[config.mk]
export PLATFORM = sky130hd
export DESIGN_NAME = int64_to_decimal_ascii
export DESIGN_NICKNAME = d
export VERILOG_FILES = /design/src/i2d_pkg.sv /design/src/i2d_front.sv /design/src/i2d_fifo.sv /design/src/i2d_back.sv /design/src/int64_to_decimal_ascii.sv
export SDC_FILE = /design/constraint.sdc
export NUM_CORES = 1
export LEC_CHECK = 0
export BUFFER_PORTS_ARGS = -buffer_cell sky130_fd_sc_hd__buf_2
export CORE_ASPECT_RATIO = 0.7
export CORE_UTILIZATION = 50
export CTS_CLUSTER_DIAMETER = 100
export DETAILED_ROUTE_END_ITERATION = 7
export HOLD_SLACK_MARGIN = 0.08
export PLACE_DENSITY = 0.75
export SLEW_MARGIN = 20
export SYNTH_ARGS = -nofsm -noshare
export SYNTH_HDL_FRONTEND = slang
export SYNTH_HIERARCHICAL = 1
export SYNTH_SLANG_ARGS = --single-unit
export TNS_END_PERCENT = 50
[constraint.sdc]
create_clock -name clk -period 10.4 [get_ports clk]
set_input_delay 1.56 -clock clk [delete_from_list [all_inputs] [get_ports clk]]
set_output_delay 1.56 -clock clk [all_outputs]
set_load 0.01 [all_outputs]
[src/i2d_pkg.sv]
// Shared types and constants for the 64-bit binary to decimal ASCII converter.
package i2d_pkg;

    localparam int NUM_DIGITS    = 20;
    localparam int BITS_PER_STEP = 4;
    localparam int DABBLE_STEPS  = 64 / BITS_PER_STEP;

    localparam logic [7:0] CHAR_ZERO  = 8'h30;
    localparam logic [7:0] CHAR_MINUS = 8'h2D;

    // One classified conversion job handed from the front to the back.
    typedef struct packed {
        logic        neg;
        logic [63:0] mag;
        logic [4:0]  limit;
    } job_t;

    typedef enum logic [1:0] {
        ST_IDLE,
        ST_DABBLE,
        ST_SIZE,
        ST_EMIT
    } back_state_t;

endpackage

[src/i2d_front.sv]
// Front end: accepts an input item, takes sign and magnitude, hands a job on.
module i2d_front (
    input  logic         clk,
    input  logic         rst_n,
    input  logic         in_valid,
    output logic         in_ready,
    input  logic         in_command,
    input  logic [63:0]  in_value,
    input  logic [4:0]   in_limit,
    output logic         job_valid,
    input  logic         job_ready,
    output i2d_pkg::job_t job
);
    import i2d_pkg::*;

    logic valid_reg;
    logic valid_next;
    job_t job_reg;
    job_t job_next;
    logic neg;

    assign in_ready  = !valid_reg || job_ready;
    assign job_valid = valid_reg;
    assign job       = job_reg;

    always_comb
    begin
        // Signed reading only when command asks for it and the top bit is set.
        neg            = !in_command && in_value[63];
        job_next.neg   = neg;
        job_next.mag   = neg ? (~in_value + 64'd1) : in_value;
        job_next.limit = in_limit;
        valid_next     = valid_reg;
        if (in_valid && in_ready)
        begin
            valid_next = 1'b1;
        end
        else if (job_ready)
        begin
            valid_next = 1'b0;
        end
    end

    always_ff @(posedge clk or negedge rst_n)
    begin
        if (!rst_n)
        begin
            valid_reg <= 1'b0;
        end
        else
        begin
            valid_reg <= valid_next;
        end
    end

    always_ff @(posedge clk)
    begin
        if (in_valid && in_ready)
        begin
            job_reg <= job_next;
        end
    end

endmodule

[src/i2d_fifo.sv]
// Two-entry job queue between the front and back ends.
module i2d_fifo (
    input  logic          clk,
    input  logic          rst_n,
    input  logic          push_valid,
    output logic          push_ready,
    input  i2d_pkg::job_t push_job,
    output logic          pop_valid,
    input  logic          pop_ready,
    output i2d_pkg::job_t pop_job
);
    import i2d_pkg::*;

    job_t       mem [2];
    logic       wr_ptr_reg;
    logic       wr_ptr_next;
    logic       rd_ptr_reg;
    logic       rd_ptr_next;
    logic [1:0] count_reg;
    logic [1:0] count_next;
    logic       push;
    logic       pop;

    assign push_ready = (count_reg != 2'd2);
    assign pop_valid  = (count_reg != 2'd0);
    assign pop_job    = mem[rd_ptr_reg];
    assign push       = push_valid && push_ready;
    assign pop        = pop_valid && pop_ready;

    always_comb
    begin
        wr_ptr_next = push ? !wr_ptr_reg : wr_ptr_reg;
        rd_ptr_next = pop ? !rd_ptr_reg : rd_ptr_reg;
        count_next  = count_reg;
        if (push && !pop)
        begin
            count_next = count_reg + 2'd1;
        end
        else if (pop && !push)
        begin
            count_next = count_reg - 2'd1;
        end
    end

    always_ff @(posedge clk or negedge rst_n)
    begin
        if (!rst_n)
        begin
            wr_ptr_reg <= 1'b0;
            rd_ptr_reg <= 1'b0;
            count_reg  <= 2'd0;
        end
        else
        begin
            wr_ptr_reg <= wr_ptr_next;
            rd_ptr_reg <= rd_ptr_next;
            count_reg  <= count_next;
        end
    end

    always_ff @(posedge clk)
    begin
        if (push)
        begin
            mem[wr_ptr_reg] <= push_job;
        end
    end

endmodule

[src/i2d_back.sv]
// Back end: double-dabble conversion, length check and character emission.
module i2d_back (
    input  logic          clk,
    input  logic          rst_n,
    input  logic          job_valid,
    output logic          job_ready,
    input  i2d_pkg::job_t job,
    output logic          out_valid,
    input  logic          out_ready,
    output logic [7:0]    out_char,
    output logic          out_last,
    output logic          out_too_long,
    output logic [4:0]    out_length
);
    import i2d_pkg::*;

    localparam int BCD_W = NUM_DIGITS * 4;

    back_state_t state_reg, state_next;
    logic [63:0]      bin_reg, bin_next;
    logic [BCD_W-1:0] bcd_reg, bcd_next;
    logic [3:0]       step_reg, step_next;
    logic             neg_reg, neg_next;
    logic [4:0]       limit_reg, limit_next;
    logic [4:0]       total_reg, total_next;
    logic [4:0]       idx_reg, idx_next;
    logic             sign_reg, sign_next;
    logic             err_reg, err_next;

    logic             ov_reg, ov_next;
    logic [7:0]       char_reg, char_next;
    logic             last_reg, last_next;
    logic             tl_reg, tl_next;
    logic [4:0]       len_reg, len_next;

    logic             slot_free;
    logic [BCD_W+63:0] dabbled;
    logic [4:0]       ndig;
    logic [4:0]       total;
    logic [3:0]       digit;

    // Four shift-and-correct steps of the double-dabble recurrence.
    function automatic logic [BCD_W+63:0] dabble4(input logic [BCD_W+63:0] v);
        logic [BCD_W+63:0] w;
        w = v;
        for (int s = 0; s < BITS_PER_STEP; s++)
        begin
            for (int d = 0; d < NUM_DIGITS; d++)
            begin
                if (w[64 + d*4 +: 4] >= 4'd5)
                begin
                    w[64 + d*4 +: 4] = w[64 + d*4 +: 4] + 4'd3;
                end
            end
            w = {w[BCD_W+62:0], 1'b0};
        end
        return w;
    endfunction

    assign slot_free    = !ov_reg || out_ready;
    assign job_ready    = (state_reg == ST_IDLE);
    assign out_valid    = ov_reg;
    assign out_char     = char_reg;
    assign out_last     = last_reg;
    assign out_too_long = tl_reg;
    assign out_length   = len_reg;
    assign dabbled      = dabble4({bcd_reg, bin_reg});

    always_comb
    begin
        // Highest nonzero digit sets the digit count; zero still gives one digit.
        ndig = 5'd1;
        for (int i = 0; i < NUM_DIGITS; i++)
        begin
            if (bcd_reg[i*4 +: 4] != 4'd0)
            begin
                ndig = 5'(i + 1);
            end
        end
        total = ndig + {4'd0, neg_reg};
        digit = 4'd0;
        for (int i = 0; i < NUM_DIGITS; i++)
        begin
            if (idx_reg == 5'(i))
            begin
                digit = bcd_reg[i*4 +: 4];
            end
        end
    end

    always_comb
    begin
        state_next = state_reg;
        bin_next   = bin_reg;
        bcd_next   = bcd_reg;
        step_next  = step_reg;
        neg_next   = neg_reg;
        limit_next = limit_reg;
        total_next = total_reg;
        idx_next   = idx_reg;
        sign_next  = sign_reg;
        err_next   = err_reg;
        ov_next    = out_ready ? 1'b0 : ov_reg;
        char_next  = char_reg;
        last_next  = last_reg;
        tl_next    = tl_reg;
        len_next   = len_reg;

        case (state_reg)
            ST_IDLE:
            begin
                if (job_valid)
                begin
                    bin_next   = job.mag;
                    bcd_next   = '0;
                    step_next  = 4'd0;
                    neg_next   = job.neg;
                    limit_next = job.limit;
                    state_next = ST_DABBLE;
                end
            end
            ST_DABBLE:
            begin
                bcd_next  = dabbled[BCD_W+63:64];
                bin_next  = dabbled[63:0];
                step_next = step_reg + 4'd1;
                if (step_reg == 4'(DABBLE_STEPS - 1))
                begin
                    state_next = ST_SIZE;
                end
            end
            ST_SIZE:
            begin
                total_next = total;
                idx_next   = ndig - 5'd1;
                sign_next  = neg_reg;
                err_next   = (total > limit_reg);
                state_next = ST_EMIT;
            end
            ST_EMIT:
            begin
                if (slot_free)
                begin
                    ov_next = 1'b1;
                    if (err_reg)
                    begin
                        char_next  = 8'd0;
                        last_next  = 1'b1;
                        tl_next    = 1'b1;
                        len_next   = 5'd0;
                        state_next = ST_IDLE;
                    end
                    else if (sign_reg)
                    begin
                        char_next = CHAR_MINUS;
                        last_next = 1'b0;
                        tl_next   = 1'b0;
                        len_next  = 5'd0;
                        sign_next = 1'b0;
                    end
                    else
                    begin
                        char_next = CHAR_ZERO + {4'd0, digit};
                        tl_next   = 1'b0;
                        last_next = (idx_reg == 5'd0);
                        len_next  = (idx_reg == 5'd0) ? total_reg : 5'd0;
                        idx_next  = idx_reg - 5'd1;
                        if (idx_reg == 5'd0)
                        begin
                            state_next = ST_IDLE;
                        end
                    end
                end
            end
            default:
            begin
                state_next = ST_IDLE;
            end
        endcase
    end

    always_ff @(posedge clk or negedge rst_n)
    begin
        if (!rst_n)
        begin
            state_reg <= ST_IDLE;
            ov_reg    <= 1'b0;
        end
        else
        begin
            state_reg <= state_next;
            ov_reg    <= ov_next;
        end
    end

    always_ff @(posedge clk)
    begin
        bin_reg   <= bin_next;
        bcd_reg   <= bcd_next;
        step_reg  <= step_next;
        neg_reg   <= neg_next;
        limit_reg <= limit_next;
        total_reg <= total_next;
        idx_reg   <= idx_next;
        sign_reg  <= sign_next;
        err_reg   <= err_next;
        char_reg  <= char_next;
        last_reg  <= last_next;
        tl_reg    <= tl_next;
        len_reg   <= len_next;
    end

endmodule

[src/int64_to_decimal_ascii.sv]
// Top level of the 64-bit binary to decimal ASCII converter.
//
// Each input item carries a 64-bit value (tuser selects signed when 0, unsigned when 1)
// and a 5-bit length limit; the block returns the decimal text one character per
// output item, most significant first, with a leading '-' for negative signed values.
// The final character carries tlast and the total length. When the text would exceed
// the limit, a single item with tuser (too long) and tlast set and zero data is sent.
// The front end takes sign and magnitude and buffers up to two jobs in a small queue,
// so new items are accepted while a conversion runs. The back end converts with a
// double-dabble unit that handles four bits per cycle. One item occupies it while it loads
// the job, converts it, sizes the text and emits the output items (1..20 characters, or
// the single error item); output stalls hold the emission.
module int64_to_decimal_ascii (
    input  logic         clk,
    input  logic         rst_n,
    input  logic         s_tvalid,
    output logic         s_tready,
    input  logic [71:0]  s_tdata,   // [63:0] value, [68:64] dest_limit, rest zero
    input  logic         s_tuser,   // [0] command
    output logic         m_tvalid,
    input  logic         m_tready,
    output logic [15:0]  m_tdata,   // [7:0] text_char, [12:8] text_length, rest zero
    output logic         m_tuser,   // [0] too_long
    output logic         m_tlast
);
    import i2d_pkg::*;

    logic       front_valid;
    logic       front_ready;
    job_t       front_job;
    logic       queue_valid;
    logic       queue_ready;
    job_t       queue_job;
    logic [7:0] text_char;
    logic [4:0] text_length;

    i2d_front u_front (
        .clk        (clk),
        .rst_n      (rst_n),
        .in_valid   (s_tvalid),
        .in_ready   (s_tready),
        .in_command (s_tuser),
        .in_value   (s_tdata[63:0]),
        .in_limit   (s_tdata[68:64]),
        .job_valid  (front_valid),
        .job_ready  (front_ready),
        .job        (front_job)
    );

    i2d_fifo u_fifo (
        .clk        (clk),
        .rst_n      (rst_n),
        .push_valid (front_valid),
        .push_ready (front_ready),
        .push_job   (front_job),
        .pop_valid  (queue_valid),
        .pop_ready  (queue_ready),
        .pop_job    (queue_job)
    );

    i2d_back u_back (
        .clk          (clk),
        .rst_n        (rst_n),
        .job_valid    (queue_valid),
        .job_ready    (queue_ready),
        .job          (queue_job),
        .out_valid    (m_tvalid),
        .out_ready    (m_tready),
        .out_char     (text_char),
        .out_last     (m_tlast),
        .out_too_long (m_tuser),
        .out_length   (text_length)
    );

    assign m_tdata = {3'd0, text_length, text_char};

endmodule

==> impl_metrics.py, run 1 <==
metrics = {
    "drt": {
        "wl_met2_um": 26910,
        "drtIter0Drc": 1900,
        "wl_met1_um": 29360,
        "firstDrtPassIters": 6,
        "drc": 0,
        "topRoutingLayerUsed": "met5",
        "vias": 19830,
        "routedWlPerCell_um": 18.17,
        "ant_nets": 0,
        "viasPerCell": 5.797,
        "wl_met3_um": 4930,
        "routed_wl_um": 62150,
    },
    "sta": {
        "finalCriticalPeriod_ps": 5779,
        "post-route-period-util_pct": 55.57,
        "skew_ps": 20.16,
        "tns_ps": 0,
        "maxSlewHeadroom_pct": 24.46,
        "max_freq_mhz": 173.0,
        "rsz0062_at_grt": "false",
        "hold_viol": 0,
        "maxSlewViolCount": 0,
        "tightest_slew_ps": 1133,
        "finalSetupViolCount": 0,
    },
    "global_routing": {
        "grt_max_degree": 145,
        "antenna_found_initial": 1,
        "grt_pass1_wl_um": 100100,
        "grt_pass1_vias": 19240,
        "overflow": 0,
        "groute.usage.overall_pct": 22.26,
    },
    "finish": {
        "areaGrowthSynthToFinish_pct": 8.986,
        "diodes": 0,
        "fin_util_pct": 55.51,
        "largest_register_ffs": 140,
        "final_cell_area_mm2": 0.03003,
        "nets": 2916,
        "drive_above_1_share_pct": 15.80,
    },
    "clock_network": {
        "cts_resized": 0,
        "cts_tree": "done",
        "path_clk_slew_ps": 60,
        "cts_sinks": 397,
        "postCtsSetupBuffers": 0,
        "clockBufferDepth": 3,
        "cts_root_buffer": "clkbuf_16",
        "htreeDepth": 2,
        "hold_buffers": 0,
        "cts_buffers": 43,
        "clkLatencyLatePin_ps": 590,
    },
    "synth": {
        "ys_ff_latch": 397,
        "postSynthCellCount": 2583,
        "yosysMostFrequentCell": "edfxtp_1",
        "ys.flop_type": "edfxtp_1",
        "synth_cell_types": 111,
        "synth_common_cells": "389 x edfxtp_1, 226 x nor2_1, 192 x inv_1",
        "synth.avg_cell_area_um2": 10.67,
        "yosysTopAreaCell": "edfxtp_1",
        "yosys_warnings": 6,
        "async_flop_share_pct": 2.015,
        "synth_top_cell_area_share_pct": 42.39,
        "synth_edf_count": 389,
        "ys_seq_area_share_pct": 43.12,
        "ys_top_cells_by_area": "edfxtp_1 42%, ha_1 8.3%, mux2_4 4.0%",
        "synthesis.area_mm2": 0.02756,
    },
    "worst_setup_path": {
        "reg2reg_from": "u_back/bcd_reg[40]$_SDFFCE_PN0P_",
        "cp_slowest_cell": "o311ai_0",
        "max_stage_delay_ps": 610,
        "worstPathRequired_ps": 10720,
        "r2r-end": "u_back/bcd_reg[41]$_SDFFCE_PN0P_",
        "worstRegToRegCells": 22,
        "crit_chain": "inv_1 > ha_1 > nand2b_1 > a21oi_1 > xnor2_1 > ha_1 > nor2b_1 > o21a_1 > xnor2_1 > ha_1 > nor2b_1 > nor2b_1 > o311ai_0 > xnor2_1 > ha_1 > nand2b_1 > nand2_1 > and3_1 > mux2i_1 > nand2_1 > xnor2_1 > nor2_1",
        "worst_setup_path_end_kind": "flip-flop",
        "crit_arrival_ps": 6100,
        "critical_path_peak_fanout": 6,
        "rrSetupSlack_ps": 4620,
        "path_class": "flip-flop to flip-flop",
        "cp-start-kind": "flip-flop",
    },
    "floorplanning": {
        "core-area_mm2": 0.05410,
        "die_y_um": 198.4,
        "chipWidth_um": 282.6,
        "io_pins": 97,
        "initial_core_util_pct": 50.94,
        "die_area_mm2": 0.05607,
        "num_rows": 71,
    },
    "flow_run": {
        "cap_violations": 0,
    },
    "placement": {
        "finalWeightedCongestion": 0.9230,
        "io_buffers": 88,
        "place_hpwl_um": 44480,
        "dpl_cell_area_mm2": 0.02861,
    },
    "status": {
        "status": "finished, final reports clean",
    },
    "min_path": {
        "hp-start": "u_front/job[47]$_DFFE_PP_",
        "min_path_cells": 0,
        "hold_path_end": "u_fifo/mem[1][47]$_DFFE_PP_",
        "holdCritPathClass": "flip-flop to flip-flop",
    },
}
[per-layer routing]
metal	global-route usage [%]	vias to the layer above
li1	-	9546
met1	32.72	9481
met4	5.045	2
met2	34.16	716
met5	0	-
met3	3.817	81
[per-stage QoR]
step                      hold slack [ps]  setup slack (ps)  cells
after floorplan                     421.5              1749   2586
after global placement              422.8              5051   3341
after detailed placement            430.8              4794   3341
after CTS                           443.4              4733   3420
after global routing                446.7              4153   3420
final                               439.0              4621   3420
[how the worst max path moves through the flow]
stage / slack (ps) / to / cells past startpoint / start
after CTS: 4730 / u_back/bcd_reg[41]$_SDFFCE_PN0P_ / 22 / u_back/bcd_reg[40]$_SDFFCE_PN0P_
after global routing: 4150 / u_back/bcd_reg[41]$_SDFFCE_PN0P_ / 22 / u_back/bcd_reg[40]$_SDFFCE_PN0P_
final: 4620 / u_back/bcd_reg[41]$_SDFFCE_PN0P_ / 22 / u_back/bcd_reg[40]$_SDFFCE_PN0P_
after global placement: 5050 / u_back/bcd_reg[41]$_SDFFCE_PN0P_ / 22 / u_back/bcd_reg[36]$_SDFFCE_PN0P_
after detailed placement: 4790 / u_back/bcd_reg[41]$_SDFFCE_PN0P_ / 22 / u_back/bcd_reg[40]$_SDFFCE_PN0P_
after floorplan: 1750 / u_back/bcd_reg[0]$_SDFFCE_PN0P_ / 6 / u_back/state_reg[1]$_DFFE_PN0P_
[cell families after synthesis]
logic type               share of synthesized area, %
XOR/XNOR                                        4.827
adder cells (fa/ha/maj)                         8.309
AO/OA/AOI/OAI                                   12.82
buffers and inverters                           4.422
flip-flops                                      43.12
multiplexers                                    11.61
AND/OR/NAND/NOR                                 14.87
other                                         0.02725
[final cells by class]
type,count,area [um^2]
Clock buffer,57,1149
Multi-Input combinational cell,1911,14500
Inverter,203,762.0
Tap cell,730,913.4
Fill cell,4456,24070
Sequential cell,397,11890
Timing Repair Buffer,100,543.0
Clock inverter,22,277.8
[worst max-delay path, delay by kind of cell, from the launching register on]
kind | cells | cell delay (ps)
xor+xnor | 4 | 1060
buf+inv | 1 | 170
fa+ha+maj | 4 | 1200
simple gates | 9 | 1320
mux | 1 | 190
flops | 1 | 480
compound gates | 3 | 1090
[placed cells by master (no fill, tap or decap), types with 26 or more instances in the layout]
cell and count:
inv_1 192, nor2_1 225, mux2_2 94, buf_2 88
mux2i_1 91, edfxtp_1 389, and2_1 26, nand2b_1 77
nand2_1 149, xor2_1 57, ha_1 182, nor3_1 30
mux2_4 73, nand3_1 58, xnor2_1 93, clkbuf_16 43
a21oi_1 144, nor2b_1 45, nor3b_1 30, o21ai_0 101
Power of run 1 is not shown: default switching activity piles up to over one toggle a cycle in this logic, so the estimate is an artifact.
==> run 2: changes to the inputs <==
==> constraint.sdc (replaced) <==
create_clock -name clk -period 5.5 [get_ports clk]
set_input_delay 0.825 -clock clk [delete_from_list [all_inputs] [get_ports clk]]
set_output_delay 0.825 -clock clk [all_outputs]
set_load 0.01 [all_outputs]
==> run 2 against run 1 <==
Die area unchanged. Via count increased by 1.1%. Critical path type unchanged. Setup slack got worse by 4300 ps. Critical path depth increased by 2.
==> impl_metrics.py, run 2 (synthesis gave the netlist of run 1 again) <==
metrics = {
    "sta": {
        "hold_viol": 0,
        "maxSlewHeadroom_pct": 29.17,
        "finalCriticalPeriod_ps": 5143,
        "post-route-period-util_pct": 93.50,
        "tightest_slew_ps": 1061,
        "rsz0062_at_grt": "true",
        "finalWorstSetupSlack_ps": 357.4,
        "skew_ps": 46.00,
        "whs_ps": 401.3,
        "maxSlewViolCount": 0,
        "max_freq_mhz": 194.5,
        "finalSetupViolCount": 0,
    },
    "worst_setup_path": {
        "worst_setup_path_end_kind": "flip-flop",
        "crit_end": "u_back/bcd_reg[34]$_SDFFCE_PN0P_",
        "crit_start": "u_back/bcd_reg[28]$_SDFFCE_PN0P_",
        "crit_arrival_ps": 5470,
        "critical_path_peak_fanout": 8,
        "r2r-end": "u_back/bcd_reg[34]$_SDFFCE_PN0P_",
        "crit_chain": "inv_1 > ha_1 > nand2b_1 > a21oi_2 > xnor2_1 > inv_1 > ha_1 > nand2b_1 > nand3_1 > o21ai_1 > inv_2 > ha_1 > nand2b_1 > and2_1 > o21ai_0 > nand4_1 > nand3_1 > xnor2_2 > ha_1 > nand2b_1 > or3b_1 > o211a_1 > and2_1 > o21a_1",
        "cp-start-kind": "flip-flop",
        "rrSetupSlack_ps": 360,
        "cp_slowest_cell": "edfxtp_1",
        "path_class": "flip-flop to flip-flop",
        "worstRegToRegCells": 24,
        "max_stage_delay_ps": 500,
        "worstPathRequired_ps": 5830,
        "reg2reg_from": "u_back/bcd_reg[28]$_SDFFCE_PN0P_",
    },
    "finish": {
        "final_common_cell": "edfxtp_1",
        "diodes": 0,
        "instances_no_fill": 3431,
        "largest_register_ffs": 140,
        "areaGrowthSynthToFinish_pct": 9.880,
        "drive_above_1_share_pct": 17.03,
        "nets": 2928,
        "most-common-layout-cells": "389 x edfxtp_1, 225 x nor2_1, 192 x inv_1, 178 x ha_1, 149 x nand2_1",
        "n_fill_cell": 4404,
    },
    "global_routing": {
        "grt_max_degree": 145,
        "grt_use_met3_pct": 4.463,
        "antenna_found_initial": 2,
        "grt_pass1_vias": 19380,
        "use_met1_pct": 32.23,
        "grt_pass1_wl_um": 100300,
        "groute.usage.overall_pct": 22.48,
        "grt_busiest_layer": "met2",
        "overflow": 0,
        "grtUsageMet2_pct": 34.71,
    },
    "placement": {
        "pre_cts_ws_ps": 90.03,
        "finalWeightedCongestion": 0.9112,
        "placed_cells": 3347,
        "io_buffers": 88,
        "place_hpwl_um": 45220,
    },
    "clock_network": {
        "path_clk_slew_ps": 60,
        "cts_sinks": 397,
        "cts_root_buffer": "clkbuf_16",
        "cts_tree": "done",
        "cts_buffers": 42,
        "htreeDepth": 2,
        "clkLatencyLatePin_ps": 600,
        "clockBufferDepth": 3,
    },
    "status": {
        "status": "finished, final reports clean",
    },
    "drt": {
        "routed_wl_um": 63610,
        "ant_nets": 0,
        "firstDrtPassIters": 6,
        "drc": 0,
        "vias": 20050,
        "routedWlPerCell_um": 18.54,
        "drtIter0Drc": 1653,
        "viasPerCell": 5.844,
    },
    "floorplanning": {
        "core-area_mm2": 0.05410,
        "num_rows": 71,
        "chipWidth_um": 282.6,
        "die_area_mm2": 0.05607,
        "die_y_um": 198.4,
        "initial_core_util_pct": 50.94,
        "io_pins": 97,
    },
    "flow_run": {
        "cap_violations": 0,
    },
    "min_path": {
        "min_path_cells": 1,
        "holdCritPathClass": "primary input to flip-flop",
    },
}
run 2: cell types whose count changed in the layout (fill, tap and decap cells not counted), sizes merged:
cell	before	now
buf	100	112
bufinv	4	6
clkbuf	57	53
clkinvlp	1	2
dlygate4sd3	0	1
inv	204	203
run 2: metrics by stage:
stage,cell area [um^2],utilization (%),TNS (ps)
after floorplan,27570,-,0
after global placement,28650,52.96,0
after detailed placement,28650,52.96,0
after CTS,30110,55.66,0
after global routing,30280,55.97,-102.7
final,30280,55.97,0
run 2: how the worst min path moves through the flow:
stage	start	end	slack, ps
CTS	s_tdata[64]	u_front/job[0]$_DFFE_PP_	370
global placement	u_front/job[62]$_DFFE_PP_	u_fifo/mem[0][62]$_DFFE_PP_	420
floorplan	u_front/job[0]$_DFFE_PP_	u_fifo/mem[0][0]$_DFFE_PP_	420
detailed placement	u_front/job[67]$_DFFE_PP_	u_fifo/mem[0][67]$_DFFE_PP_	430
finish	s_tdata[64]	u_front/job[0]$_DFFE_PP_	400
global route	s_tdata[67]	u_front/job[3]$_DFFE_PP_	380
run 2: cell type report:
type                    instances  area [um^2]  area share [%]
multi-input cells            1911        14620           48.29
clock buffers                  53         1092           3.607
well taps                     730        913.4           3.017
clock inverters                24        360.3           1.190
flip-flops and latches        397        11890           39.25
repair buffers                113        643.1           2.124
inverters                     203        762.0           2.517
run 2: per-layer routing:
layer,part of all wire [%],vias up
li1,-,9563
met1,46,9666
met2,44,725
met3,8.2,94
met4,1.7,2
met5,0.020,-
run 2: critical path: cells and delay by family, from the launching register on:
family	cells	cell delay (ps)
buf+inv	3	350
flops	1	500
xor+xnor	2	420
compound gates	5	870
fa+ha+maj	4	1080
simple gates	10	1660
run 2: what timing repair did:
action / CTS / global route
setup endpoints to repair: 0 / 17
gates resized for setup: 0 / 24
hold buffers: 1 / 0
hold endpoints to repair: 8 / 0
setup buffers: 0 / 6
Power of run 2 is left out for the same reason.
